<file path="src/sv/tss_pkg.sv">
// ----------------------------------------------------------------------------
// tss_pkg
// Types, constants and codes shared by the task scheduler files.
// ----------------------------------------------------------------------------
`timescale 1ns / 1ps
`default_nettype none
package tss_pkg;
  localparam int MaxTasks   = 16;
  localparam int EventBytes = 4;
  localparam int EvW        = 8 * EventBytes;
  localparam int TidW       = 4;
  localparam int CntW       = 5;

  typedef enum logic [3:0] {
    FN_CREATE   = 4'd0,
    FN_WAIT_TIME = 4'd1,
    FN_WAIT_EVENT = 4'd2,
    FN_WAIT_SEM = 4'd3,
    FN_SIGNAL   = 4'd4,
    FN_RELEASE  = 4'd5,
    FN_TICK     = 4'd6,
    FN_SUSPEND  = 4'd7,
    FN_RESUME   = 4'd8,
    FN_KILL     = 4'd9,
    FN_PICK     = 4'd10
  } func_t;

  typedef enum logic [2:0] {
    ST_SUSPENDED = 3'd0,
    ST_READY     = 3'd1,
    ST_WAIT_TIME = 3'd2,
    ST_WAIT_EVENT = 3'd3,
    ST_WAIT_EVENT_TO = 3'd4,
    ST_WAIT_SEM  = 3'd5,
    ST_KILLED    = 3'd6
  } run_t;

  localparam logic [1:0] STS_OK   = 2'd0;
  localparam logic [1:0] STS_BAD  = 2'd1;
  localparam logic [1:0] STS_DUP  = 2'd2;

  typedef struct packed {
    logic [3:0]  func;
    logic [3:0]  task_id;
    logic [7:0]  priority_req;
    logic [4:0]  event_id;
    logic        single_event;
    logic [31:0] time_amount;
    logic [7:0]  clock_sel;
    logic [7:0]  sem_id;
  } req_t;

  typedef struct packed {
    logic [3:0] chosen_task;
    logic       task_found;
    logic [1:0] status;
  } rsp_t;

  // controller -> datapath
  typedef struct packed {
    logic load;     // latch request, clear scan state
    logic step;     // process record idx
    logic finish;   // apply result, build response
  } cmd_t;

  // datapath -> controller
  typedef struct packed {
    logic last;     // scan index at end
  } sts_t;
endpackage
`default_nettype wire

</file>
<file path="src/sv/tss_if.sv">
// ----------------------------------------------------------------------------
// tss_if
// Valid/ready channel carrying one payload beat.
// ----------------------------------------------------------------------------
`timescale 1ns / 1ps
`default_nettype none
interface tss_req_if;
  import tss_pkg::*;
  logic valid;
  logic ready;
  req_t data;
  modport source (output valid, output data, input ready);
  modport sink (input valid, input data, output ready);
endinterface

interface tss_rsp_if;
  import tss_pkg::*;
  logic valid;
  logic ready;
  rsp_t data;
  modport source (output valid, output data, input ready);
  modport sink (input valid, input data, output ready);
endinterface
`default_nettype wire

</file>
<file path="src/sv/tss_ctrl.sv">
// ----------------------------------------------------------------------------
// tss_ctrl
// Sequencer: accept a beat, scan the table, hand the result out.
// ----------------------------------------------------------------------------
`timescale 1ns / 1ps
`default_nettype none
module tss_ctrl (
  input  wire logic          clk,
  input  wire logic          rst,
  input  wire logic          in_valid,
  output logic               in_ready,
  output logic               out_valid,
  input  wire logic          out_ready,
  output tss_pkg::cmd_t      cmd,
  input  wire tss_pkg::sts_t sts
);
  import tss_pkg::*;
  typedef enum logic [2:0] {
    S_IDLE = 3'b001,
    S_SCAN = 3'b010,
    S_DONE = 3'b100
  } state_t;
  state_t state, state_next;
  logic out_valid_next;

  always_comb begin
    state_next = state;
    out_valid_next = out_valid;
    cmd = '0;
    in_ready = 1'b0;
    if (out_valid && out_ready) out_valid_next = 1'b0;
    case (state)
      S_IDLE: begin
        in_ready = 1'b1;
        if (in_valid) begin
          cmd.load = 1'b1;
          state_next = S_SCAN;
        end
      end
      S_SCAN: begin
        cmd.step = 1'b1;
        if (sts.last) state_next = S_DONE;
      end
      S_DONE: begin
        if (!out_valid || out_ready) begin
          cmd.finish = 1'b1;
          out_valid_next = 1'b1;
          state_next = S_IDLE;
        end
      end
      default: state_next = S_IDLE;
    endcase
  end

  always_ff @(posedge clk) begin
    if (rst) begin
      state <= S_IDLE;
      out_valid <= 1'b0;
    end else begin
      state <= state_next;
      out_valid <= out_valid_next;
    end
  end
endmodule
`default_nettype wire

</file>
<file path="src/sv/tss_dp.sv">
// ----------------------------------------------------------------------------
// tss_dp
// Task table and per-record scan logic.
// ----------------------------------------------------------------------------
`timescale 1ns / 1ps
`default_nettype none
module tss_dp (
  input  wire logic          clk,
  input  wire logic          rst,
  input  wire logic          rr_mode,
  input  wire tss_pkg::req_t req,
  input  wire tss_pkg::cmd_t cmd,
  output tss_pkg::sts_t      sts,
  output tss_pkg::rsp_t      rsp
);
  import tss_pkg::*;

  run_t        run_state [MaxTasks];
  run_t        saved_state [MaxTasks];
  logic [7:0]  prio [MaxTasks];
  logic [31:0] timer [MaxTasks];
  logic [7:0]  tclk [MaxTasks];
  logic [7:0]  asem [MaxTasks];
  logic [EvW-1:0] evmap [MaxTasks];
  logic        one [MaxTasks];
  logic [CntW-1:0] created;
  logic [TidW-1:0] last_picked;
  logic        last_valid;

  req_t        r;
  logic [CntW-1:0] idx;      // scan position 0..MaxTasks
  logic [TidW-1:0] rr_pos;   // round robin probe position
  logic        have, any, dup;
  logic [TidW-1:0] best, last_w;
  logic [7:0]  best_prio;
  logic [31:0] longest;
  rsp_t        rsp_next;

  logic [TidW-1:0] i;
  logic        in_tbl;
  logic [EvW-1:0] evbit;
  logic [CntW-1:0] n;
  logic        tid_ok;

  assign n = created;
  assign i = idx[TidW-1:0];
  assign in_tbl = idx < n;
  assign tid_ok = {1'b0, r.task_id} < n;
  assign evbit = ({{(EvW-1){1'b0}}, 1'b1} << r.event_id[4:0]);
  assign sts.last = (idx >= CntW'(MaxTasks - 1));

  function automatic logic [TidW-1:0] wrap_inc(logic [TidW-1:0] x, logic [CntW-1:0] lim);
    logic [CntW-1:0] y;
    y = {1'b0, x} + CntW'(1);
    return (y >= lim) ? '0 : y[TidW-1:0];
  endfunction

  // response for the request in work, registered on finish
  always_comb begin
    rsp_next = '0;
    case (r.func)
      FN_CREATE: begin
        if (n >= CntW'(MaxTasks)) rsp_next.status = STS_BAD;
        else if (dup) rsp_next.status = STS_DUP;
        else begin
          rsp_next.chosen_task = n[TidW-1:0];
          rsp_next.task_found = 1'b1;
        end
      end
      FN_WAIT_TIME, FN_WAIT_EVENT, FN_WAIT_SEM, FN_SUSPEND, FN_RESUME, FN_KILL: begin
        if (!tid_ok) rsp_next.status = STS_BAD;
      end
      FN_PICK: begin
        rsp_next.chosen_task = have ? best : '0;
        rsp_next.task_found = have;
      end
      default: ;
    endcase
  end

  always_ff @(posedge clk) begin
    if (rst) begin
      for (int k = 0; k < MaxTasks; k++) begin
        run_state[k] <= ST_SUSPENDED;
        saved_state[k] <= ST_SUSPENDED;
        prio[k] <= '0;
        timer[k] <= '0;
        tclk[k] <= 8'hFF;
        asem[k] <= '0;
        evmap[k] <= '0;
        one[k] <= 1'b0;
      end
      created <= '0;
      last_picked <= '0;
      last_valid <= 1'b1;
      idx <= '0;
      rr_pos <= '0;
      have <= 1'b0;
      any <= 1'b0;
      dup <= 1'b0;
      best <= '0;
      last_w <= '0;
      best_prio <= '0;
      longest <= '0;
      rsp <= '0;
    end else if (cmd.load) begin
      r <= req;
      idx <= '0;
      have <= 1'b0;
      any <= 1'b0;
      dup <= 1'b0;
      best <= '0;
      last_w <= '0;
      best_prio <= '0;
      longest <= '0;
      rr_pos <= last_valid ? wrap_inc(last_picked, n) : '0;
    end else if (cmd.step) begin
      idx <= idx + CntW'(1);
      case (r.func)
        FN_CREATE: if (in_tbl && prio[i] == r.priority_req) dup <= 1'b1;
        FN_SIGNAL: begin
          if (in_tbl && (run_state[i] == ST_WAIT_EVENT ||
              run_state[i] == ST_WAIT_EVENT_TO) && (evmap[i] & evbit) != '0) begin
            if (one[i] || (evmap[i] & ~evbit) == '0) begin
              evmap[i] <= '0;
              one[i] <= 1'b0;
              run_state[i] <= ST_READY;
            end else evmap[i] <= evmap[i] & ~evbit;
          end
        end
        FN_RELEASE: begin
          if (in_tbl && run_state[i] == ST_WAIT_SEM && asem[i] == r.sem_id) begin
            if (rr_mode) begin
              any <= 1'b1;
              last_w <= i;
              if (timer[i] > longest) begin
                longest <= timer[i];
                best <= i;
                have <= 1'b1;
              end
            end else if (!have || prio[i] < best_prio) begin
              best_prio <= prio[i];
              best <= i;
              have <= 1'b1;
            end
          end
        end
        FN_TICK: begin
          if (in_tbl) begin
            if (run_state[i] == ST_WAIT_TIME || run_state[i] == ST_WAIT_EVENT_TO) begin
              if (tclk[i] == r.clock_sel) begin
                if (timer[i] <= r.time_amount) begin
                  timer[i] <= '0;
                  if (run_state[i] == ST_WAIT_EVENT_TO) begin
                    evmap[i] <= '0;
                    one[i] <= 1'b0;
                  end
                  run_state[i] <= ST_READY;
                end else timer[i] <= timer[i] - r.time_amount;
              end
            end else if (run_state[i] == ST_WAIT_SEM && timer[i] != 32'hFFFF_FFFF)
              timer[i] <= timer[i] + 32'd1;
          end
        end
        FN_PICK: begin
          if (rr_mode) begin
            if (in_tbl && !have) begin
              if (run_state[rr_pos] == ST_READY) begin
                have <= 1'b1;
                best <= rr_pos;
              end else rr_pos <= wrap_inc(rr_pos, n);
            end
          end else if (in_tbl && run_state[i] == ST_READY &&
                       (!have || prio[i] < best_prio)) begin
            best_prio <= prio[i];
            best <= i;
            have <= 1'b1;
          end
        end
        default: ;
      endcase
    end else if (cmd.finish) begin
      rsp <= rsp_next;
      case (r.func)
        FN_CREATE: begin
          if (n < CntW'(MaxTasks) && !dup) begin
            prio[n[TidW-1:0]] <= r.priority_req;
            run_state[n[TidW-1:0]] <= ST_READY;
            saved_state[n[TidW-1:0]] <= ST_READY;
            asem[n[TidW-1:0]] <= '0;
            timer[n[TidW-1:0]] <= '0;
            evmap[n[TidW-1:0]] <= '0;
            one[n[TidW-1:0]] <= 1'b0;
            created <= n + CntW'(1);
          end
        end
        FN_WAIT_TIME: begin
          if (tid_ok) begin
            tclk[r.task_id] <= r.clock_sel;
            timer[r.task_id] <= r.time_amount;
            run_state[r.task_id] <= ST_WAIT_TIME;
          end
        end
        FN_WAIT_EVENT: begin
          if (tid_ok) begin
            evmap[r.task_id] <= evmap[r.task_id] | evbit;
            one[r.task_id] <= r.single_event;
            if (r.time_amount != '0) begin
              tclk[r.task_id] <= '0;
              timer[r.task_id] <= r.time_amount;
              run_state[r.task_id] <= ST_WAIT_EVENT_TO;
            end else run_state[r.task_id] <= ST_WAIT_EVENT;
          end
        end
        FN_WAIT_SEM: begin
          if (tid_ok) begin
            timer[r.task_id] <= '0;
            run_state[r.task_id] <= ST_WAIT_SEM;
            asem[r.task_id] <= r.sem_id;
          end
        end
        FN_RELEASE: begin
          if (rr_mode && longest == '0 && any) run_state[last_w] <= ST_READY;
          else if (have) run_state[best] <= ST_READY;
        end
        FN_SUSPEND: begin
          if (tid_ok && run_state[r.task_id] != ST_KILLED &&
              run_state[r.task_id] != ST_SUSPENDED) begin
            saved_state[r.task_id] <= (run_state[r.task_id] == ST_WAIT_SEM) ?
                                      ST_READY : run_state[r.task_id];
            run_state[r.task_id] <= ST_SUSPENDED;
          end
        end
        FN_RESUME: begin
          if (tid_ok && run_state[r.task_id] == ST_SUSPENDED)
            run_state[r.task_id] <= saved_state[r.task_id];
        end
        FN_KILL: begin
          if (tid_ok) run_state[r.task_id] <= ST_KILLED;
        end
        FN_PICK: begin
          if (rr_mode) begin
            last_valid <= have;
            if (have) last_picked <= best;
          end
        end
        default: ;
      endcase
    end
  end
endmodule
`default_nettype wire

</file>
<file path="src/sv/task_state_scheduler_core.sv">
// Sequence: after the accepting edge, SCAN walks the task table in 16 record
//   scan steps, then 1 finish step in DONE raises out valid once out is free.
// Occupancy: one item is in work at a time; a new beat is taken only after
//   the result of the last one is posted.
// Reset: synchronous active-high rst; table returns to suspended records,
//   round_robin_mode to 0, no result pending.
// ----------------------------------------------------------------------------
// task_state_scheduler_core
// Task table scheduler: create, wait, signal, release, tick, suspend, resume, kill, pick over 16 records.
// ----------------------------------------------------------------------------
`timescale 1ns / 1ps
`default_nettype none
module task_state_scheduler_core (
  input  wire logic  clk,
  input  wire logic  rst,
  tss_req_if.sink    in_ch,
  tss_rsp_if.source  out_ch,
  input  wire logic  psel,
  input  wire logic  penable,
  input  wire logic  pwrite,
  input  wire logic  [1:0] paddr,
  input  wire logic  [31:0] pwdata,
  output logic [31:0] prdata,
  output logic       pready
);
  import tss_pkg::*;
  // the only register: selection mode, at byte address 0
  logic rr_mode;
  cmd_t cmd;
  sts_t sts;

  assign pready = 1'b1;
  assign prdata = (paddr == 2'd0) ? {31'd0, rr_mode} : 32'd0;

  always_ff @(posedge clk) begin
    if (rst) rr_mode <= 1'b0;
    else if (psel && penable && pwrite && paddr == 2'd0) rr_mode <= pwdata[0];
  end

  // sequencer: IDLE takes a beat, SCAN walks all records, DONE posts result
  tss_ctrl u_ctrl (
    .clk(clk), .rst(rst),
    .in_valid(in_ch.valid), .in_ready(in_ch.ready),
    .out_valid(out_ch.valid), .out_ready(out_ch.ready),
    .cmd(cmd), .sts(sts)
  );

  // table and per-record update; result register feeds the output beat
  tss_dp u_dp (
    .clk(clk), .rst(rst), .rr_mode(rr_mode),
    .req(in_ch.data), .cmd(cmd), .sts(sts), .rsp(out_ch.data)
  );
endmodule
`default_nettype wire

</file>
<file path="src/flat_wrapper.sv">
// flat-port wrapper written by rule: the top's interface ports become plain ports
module task_state_scheduler_core_flat import tss_pkg::*;
  (clk, rst, psel, penable, pwrite, paddr, pwdata, prdata, pready, in_ch_valid, in_ch_data, in_ch_ready, out_ch_valid, out_ch_data, out_ch_ready);
  tss_req_if in_ch_i ();
  tss_rsp_if out_ch_i ();
  input  wire logic clk;
  input  wire logic rst;
  input  wire logic psel;
  input  wire logic penable;
  input  wire logic pwrite;
  input  wire logic  [1:0] paddr;
  input  wire logic  [31:0] pwdata;
  output logic [31:0] prdata;
  output logic pready;
  input wire logic [$bits(in_ch_i.valid)-1:0] in_ch_valid;
  input wire logic [$bits(in_ch_i.data)-1:0] in_ch_data;
  output wire logic [$bits(in_ch_i.ready)-1:0] in_ch_ready;
  output wire logic [$bits(out_ch_i.valid)-1:0] out_ch_valid;
  output wire logic [$bits(out_ch_i.data)-1:0] out_ch_data;
  input wire logic [$bits(out_ch_i.ready)-1:0] out_ch_ready;
  assign in_ch_i.valid = in_ch_valid;
  assign in_ch_i.data = in_ch_data;
  assign in_ch_ready = in_ch_i.ready;
  assign out_ch_valid = out_ch_i.valid;
  assign out_ch_data = out_ch_i.data;
  assign out_ch_i.ready = out_ch_ready;
  task_state_scheduler_core u_core (.clk(clk), .rst(rst), .in_ch(in_ch_i), .out_ch(out_ch_i), .psel(psel), .penable(penable), .pwrite(pwrite), .paddr(paddr), .pwdata(pwdata), .prdata(prdata), .pready(pready));
endmodule
</file>
<file path="config.mk">
export PLATFORM = sky130hd
export DESIGN_NAME = task_state_scheduler_core_flat
export DESIGN_NICKNAME = d
export VERILOG_FILES = /design/src/sv/tss_pkg.sv /design/src/sv/tss_if.sv /design/src/sv/tss_ctrl.sv /design/src/sv/tss_dp.sv /design/src/sv/task_state_scheduler_core.sv /design/src/flat_wrapper.sv
export SDC_FILE = /design/constraint.sdc
export NUM_CORES = 2
export LEC_CHECK = 0
export ABC_AREA = 1
export BUFFER_PORTS_ARGS = -buffer_cell sky130_fd_sc_hd__buf_2
export CORE_ASPECT_RATIO = 2
export CORE_MARGIN = 2
export CORE_UTILIZATION = 58
export CTS_CLUSTER_DIAMETER = 60
export DETAILED_ROUTE_END_ITERATION = 8
export GPL_ROUTABILITY_DRIVEN = 0
export PLACE_DENSITY = 0.75
export SYNTH_ARGS = -nofsm -noshare
export SYNTH_HDL_FRONTEND = slang
export SYNTH_HIERARCHICAL = 1
export SYNTH_SLANG_ARGS = --single-unit
</file>
<file path="constraint.sdc">
create_clock -name clk -period 4.84 [get_ports clk]
set_input_delay 0.726 -clock clk [delete_from_list [all_inputs] [get_ports clk]]
set_output_delay 0.726 -clock clk [all_outputs]
set_load 0.01 [all_outputs]
</file>
# Word level (Yosys, flattened, before mapping)

Memories as Yosys holds them, arrays and structs flattened. A register that Yosys moved wholly into a read port is not among the register bits.
Index checks and enable logic that the tools add are counted.
W data, S select, Z words.

Word-level logic and storage cells: 465
Bits in registers: 152
RAM bits: 1520
Memories: 8

Add/sub/neg operators: 6
Shift-type cells: 1
Muxes and demuxes: 279
Order comparisons: 10
Bitwise operators: 22
Reduce and logical (&&, ||, !) cells: 74
Equal/unequal tests: 39

Memories:

| name                  | words | bits a word | rd ports | clocked after Yosys merged registers in | write ports | RTL line     | RTL |
|---|---|---|---|---|---|---|---|
| u_core.u_dp.evmap     | 16    | 32          | 2        | 2                                       | 16          | tss_dp.sv:24 | `logic [EvW-1:0] evmap [MaxTasks];` |
| u_core.u_dp.timer     | 16    | 32          | 1        | 1                                       | 16          | tss_dp.sv:21 | `logic [31:0] timer [MaxTasks];` |
| u_core.u_dp.asem      | 16    | 8           | 1        | 1                                       | 16          | tss_dp.sv:23 | `logic [7:0] asem [MaxTasks];` |
| u_core.u_dp.prio      | 16    | 8           | 1        | 1                                       | 16          | tss_dp.sv:20 | `logic [7:0] prio [MaxTasks];` |
| u_core.u_dp.tclk      | 16    | 8           | 1        | 1                                       | 16          | tss_dp.sv:22 | `logic [7:0] tclk [MaxTasks];` |
| u_core.u_dp.run_state | 16    | 3           | 3        | 3                                       | 16          | tss_dp.sv:18 | `run_t run_state [MaxTasks];` |
| 2 more memories       | n/a   | n/a         | n/a      | n/a                                     | n/a         | n/a          |  |

Operators with widths:

| cell                    | count |
|---|---|
| $mux W32                | 12 |
| $mux W4                 | 57 |
| $reduce_or A32 Y1       | 6 |
| $mux W1                 | 172 |
| $mux W8                 | 10 |
| $and A32 B32 Y32        | 2 |
| $logic_not A32 Y1       | 2 |
| $reduce_bool A32 Y1     | 2 |
| $mux W3                 | 18 |
| $add A32 B1 Y32 const B | 1 |
| $gt A32 B32 Y1          | 1 |
| $le A32 B32 Y1          | 1 |
| $ne A32 B32 Y1 const B  | 1 |
| $not A32 Y32            | 1 |
| $or A32 B32 Y32         | 1 |
| $reduce_or A8 Y1        | 4 |
| $shl A1 B5 Y32 const A  | 1 |
| $sub A32 B32 Y32        | 1 |
| $eq A8 B8 Y1            | 3 |
| $reduce_or A3 Y1        | 7 |
| $reduce_and A5 Y1       | 4 |
| $logic_and A1 B1 Y1     | 19 |
| $eq A4 B3 Y1 const B    | 4 |
| $pmux W8 S2             | 1 |
| 44 further kinds        | 100 |

# Logic depth before layout (Yosys ltp)

Word-level depth: 19
Depth in mapped cells: 33

# By module

Netlist, hierarchy kept.

By module, submodules not included:

| module                    | area each (um2) | cells each | times used |
|---|---|---|---|
| tss_dp                    | 88309.7         | 9790       | 1 |
| task_state_scheduler_core | 320.3           | 46         | 1 |
| tss_ctrl                  | 214.0           | 34         | 1 |

# Least setup slack after synthesis

No wires, ideal clock.

Path type: register -> register
From: reg with a tool-made name
To: mem u_core/u_dp/evmap[10][0] in the netlist's numbering (enable)
Slack: -0.057 ns
Path buffers: 6
Stages on the path, launching flop included: 28
Arrival: 4.507 ns
Cell sequence: dfxtp_1 > buf_4 > clkbuf_1 > clkbuf_1 > nand3_1 > nand3_1 > nand2_1 > inv_1 > ha_1 > inv_1 > fa_1 > nand3_1 > nand2_1 > a21oi_1 > o21ai_0 > nand3_1 > nand2_1 > nand2_1 > nand2_1 > nand2_1 > nand3_1 > nand2_1 > or2_1 > buf_4 > buf_8 > nand3_4 > buf_6 > nand2_1

RTL lines:

| item          | RTL line |
|---|---|
| end, declared | tss_dp.sv:24 |

==> results.py <==
metrics = {
    "route": {
        "route.detailed.drc": 0,
        "drt_first_iter_violations": 11046,
        "wl_met3_um": 37800,
        "detailroute.via_count": 76252,
        "routed_metal_1_wire_length_um": 98600,
        "highest_layer": "met4",
        "drt-total-wl_um": 289000,
        "avgViaCountPerCell": 6.39,
        "routed_wire_length_per_instance_um": 24.2,
        "detailroute.wirelength.met2_um": 129000,
        "firstDrtPassIters": 8,
        "antenna_violating_nets_post_route": 0,
    },
    "clocking": {
        "cts_hold_buffers": 0,
        "clkLatencyLatePin_ns": 0.83,
        "cts_buffer_depth": 4,
        "clock_sinks": 1684,
        "tritoncts": "yes",
        "cts.clk_slew.worst_paths_ns": 0.07,
        "clock_tree.htree_level_count": 4,
        "clk_root_buffer_cell": "clkbuf_16",
        "clock_buffer_count_from_cts": 159,
    },
    "yosys": {
        "yosysTopAreaCellShare_pct": 53.7,
        "synthDistinctLibCells": 60,
        "synth-edff-count": 1590,
        "post-synth-top-count-cell": "nor2_1",
        "ys.warnings.count": 6,
        "synth_area_per_cell_um2": 9.00,
        "ys_top_cells_by_area": "edfxtp_1 54%, nor2_1 9.4%, o21ai_0 6.4%",
        "synth_area_mm2": 0.0888,
        "synth-seq-cells": 1684,
        "synth_async_sr_flop_share_pct": 0,
        "ys.flop_type": "edfxtp_1",
        "ys_seq_area_share_pct": 55.9,
        "synth_area_leader_cell": "edfxtp_1",
        "syn-instance-count": 9870,
        "synth_commonest_cells": "2226 x nor2_1, 1590 x edfxtp_1, 1232 x nand2_1, 1128 x o21ai_0, 648 x inv_1",
    },
    "floorplanning": {
        "total_die_area_mm2": 0.157,
        "pin_count": 153,
        "chipHeight_um": 557,
        "number_of_placement_rows": 203,
        "core-area_mm2": 0.152,
        "floorplan.die.width_um": 281,
        "starting_density_pct": 58.3,
    },
    "worst_setup_path": {
        "cp_max_fanout": 200,
        "startpoint_type": "register",
        "r2r.worst_path.cells": 18,
        "rr_endpoint": "u_core/u_dp/evmap[2][4]$_SDFFCE_PN0P_",
        "reg2reg_setup_slack_ns": 0.10,
        "setup.worst_path.end_class": "register",
        "setup.worst_path.class": "reg -> reg",
        "required_ns": 5.33,
        "critical_path_arrival_ns": 5.22,
    },
    "timing": {
        "post-route-period-util_pct": 97.8,
        "timing.max_slew.rel_slack_pct": 16.1,
        "finalHoldViolCount": 0,
        "tightest_slew_ns": 1.24,
        "worst_clock_skew_ns": 0.0885,
        "hold-worst-slack_ns": 0.0738,
        "timing_max_transition_violations_final": 0,
        "setup-violations-final": 0,
        "max_freq_mhz": 211,
        "final_critical_path_setup_slack_ns": 0.104,
        "finalWorstPathRequiredPeriod_ns": 4.74,
    },
    "place": {
        "dpl-instance-area_mm2": 0.0932,
        "preCtsSetupSlack_ns": 0.120,
        "place_inst": 11646,
        "detailed_place_hpwl_um": 176000,
        "placement.io_buffers": 89,
    },
    "grt": {
        "grt_pass1_wl_um": 425000,
        "grt_remaining_overflow": 0,
        "antenna_violations_before_repair": 2,
        "via_count_of_the_first_global_routing_pass": 71895,
        "largest_net_degree_at_the_start_of_global_routing": 211,
        "globalRouteTotalUtil_pct": 36.0,
    },
    "cells_and_area": {
        "post_layout_nonfiller_instances": 11937,
        "finalCoreUtilization_pct": 64.7,
        "drive_above_1_share_pct": 9.71,
        "num-nets-final": 10081,
        "fill_cells": 11927,
        "final_cell_area_mm2": 0.0985,
        "growth_of_design_area_from_synthesis_to_finish_pct": 10.9,
    },
    "power_and_ir_drop": {
        "cellPowerDensity_mw_per_mm2": 324,
        "cellLeakagePower_uw": 0.0352,
        "vdd_ir_drop_max_uv": 341,
    },
    "hold_path": {
        "min_from": "in_ch_data[13]",
        "timing.hold.worst_endpoint": "u_core/u_dp/r[13]$_DFFE_PP_",
        "min_delay_path_depth": 1,
        "worstHoldPathType": "in -> reg",
    },
    "run": {
        "cap_viol_max_count": 0,
    },
    "run_status": {
        "run_status": "finished clean",
    },
}
## report_power, final
| group | total [uW] | internal, uW | switching [uW] |
|---|---|---|---|
| sequential | 16500 | 16300 | 209 |
| combinational | 3120 | 926 | 2200 |
| clock | 12300 | 6800 | 5510 |
## cell type report
cell class / instances / area, um2 / area share [%]
inverter: 683 / 2610 / 2.64
sequential: 1684 / 49700 / 50.4
multi-input combinational: 6794 / 32900 / 33.4
clock inverter: 87 / 826 / 0.838
clock buffer: 190 / 4160 / 4.22
timing repair buffer: 550 / 5930 / 6.02
antenna: 2 / 5.00 / 0.00508
tap: 1947 / 2440 / 2.47
## logic make-up after synthesis
| logic type | count (synthesis) | share of synthesized area (%) |
|---|---|---|
| AO/OA/AOI/OAI | 2255 | 14.2 |
| XOR/XNOR | 58 | 0.572 |
| adder cells (fa/ha/maj) | 98 | 1.39 |
| buffers and inverters | 1422 | 7.50 |
| flip-flops | 1684 | 55.9 |
| multiplexers | 6 | 0.0676 |
| other | 2 | 0.00845 |
| AND/OR/NAND/NOR | 4345 | 20.4 |
## worst max-delay path: stages, from the launching register on
cell and delay [ns]:
dfxtp_4 0.50, buf_4 0.34, buf_12 0.46, a21oi_1 0.16, o21ai_0 0.12, nand3_1 0.13, nand3_1 0.13, nand2_1 0.13
nand2_1 0.18, nand2_1 0.07, nor2_1 0.19, nand2_1 0.12, nor2_1 0.30, a21oi_4 0.13, or2_4 0.30, clkbuf_16 0.18
nand2_2 0.12, buf_4 0.34, nor2_1 0.10
## state kept, by name, indices dropped and copies added (netlist names), 8 cells and up, named ones only
signal,count
u_core/u_dp/tclk,128
u_core/u_dp/evmap,512
u_core/u_dp/r,70
u_core/u_dp/one,16
u_core/u_dp/best_prio,8
u_core/u_dp/timer,512
u_core/u_dp/prio,128
u_core/u_dp/longest,32
u_core/u_dp/saved_state,48
u_core/u_dp/asem,128
u_core/u_dp/run_state,48
## layer usage
metal | vias to the layer above | global-route usage, %
li1 | 33879 | -
met1 | 35502 | 45.5
met5 | - | 0
met4 | 0 | 25.0
met3 | 1305 | 7.00
met2 | 5566 | 55.9
## per-stage QoR
stage	setup TNS, ns	total power [uW]
2_1_floorplan	0	18700
3_3_place_gp	0	19700
3_5_place_dp	0	19800
4_1_cts	0	31900
5_1_grt	-0.116	32700
6_report	0	32000
## timing repair
action	in CTS	in global routing
setup buffers	0	5
setup endpoints to repair	0	1948
resized for setup	0	34
## placed cells by master, fill, tap and decap left out, types with 7 or more instances in the layout
cell        synthesis  layout
nor2_1           2226    2222
edfxtp_1         1590    1590
nand2_1          1232    1193
o21ai_0          1128    1122
inv_1             648     645
a21oi_1           636     636
nand3_1           590     589
buf_4             134     301
o211ai_1          235     235
clkbuf_16           0     167
buf_12              0     147
o221ai_1          102     102
nor3_1             99      98
ha_1               97      94
buf_2             208      89
dfxtp_1            94      86
o21ai_1            51      57
nand4_1            56      56
nand2_2            14      48
xor2_1             39      39
nand3b_1           37      37
clkinv_1           12      35
conb_1              2      32
o22ai_1            27      27
clkbuf_1          257      26
clkinv_2            0      24
nand3_4            19      22
inv_2              22      21
nor2_2             19      20
xnor2_1            19      19
nand3_2            20      18
a21oi_4            17      18
clkinvlp_4          0      14
bufinv_16           0      12
a31oi_1            11      11
nor4_1             12      10
o311ai_0            9       9
dfxtp_4             0       7
## how the worst max path moves through the flow
stage | startpoint | end | slack [ns] | cells after the start
floorplan | register | u_core/u_dp/timer[5][0]$_SDFFCE_PN0P_ | 0.0008 | 25
global placement | register | u_core/u_dp/evmap[3][31]$_SDFFCE_PN0P_ | 0.14 | 25
detailed placement | register | u_core/u_dp/evmap[3][31]$_SDFFCE_PN0P_ | 0.12 | 25
CTS | register | u_core/u_dp/evmap[0][21]$_SDFFCE_PN0P_ | 0.08 | 25
global route | register | u_core/u_dp/evmap[2][5]$_SDFFCE_PN0P_ | -0.02 | 19
finish | register | u_core/u_dp/evmap[2][4]$_SDFFCE_PN0P_ | 0.10 | 18
Note: power is estimated with default switching activity, not from simulation.
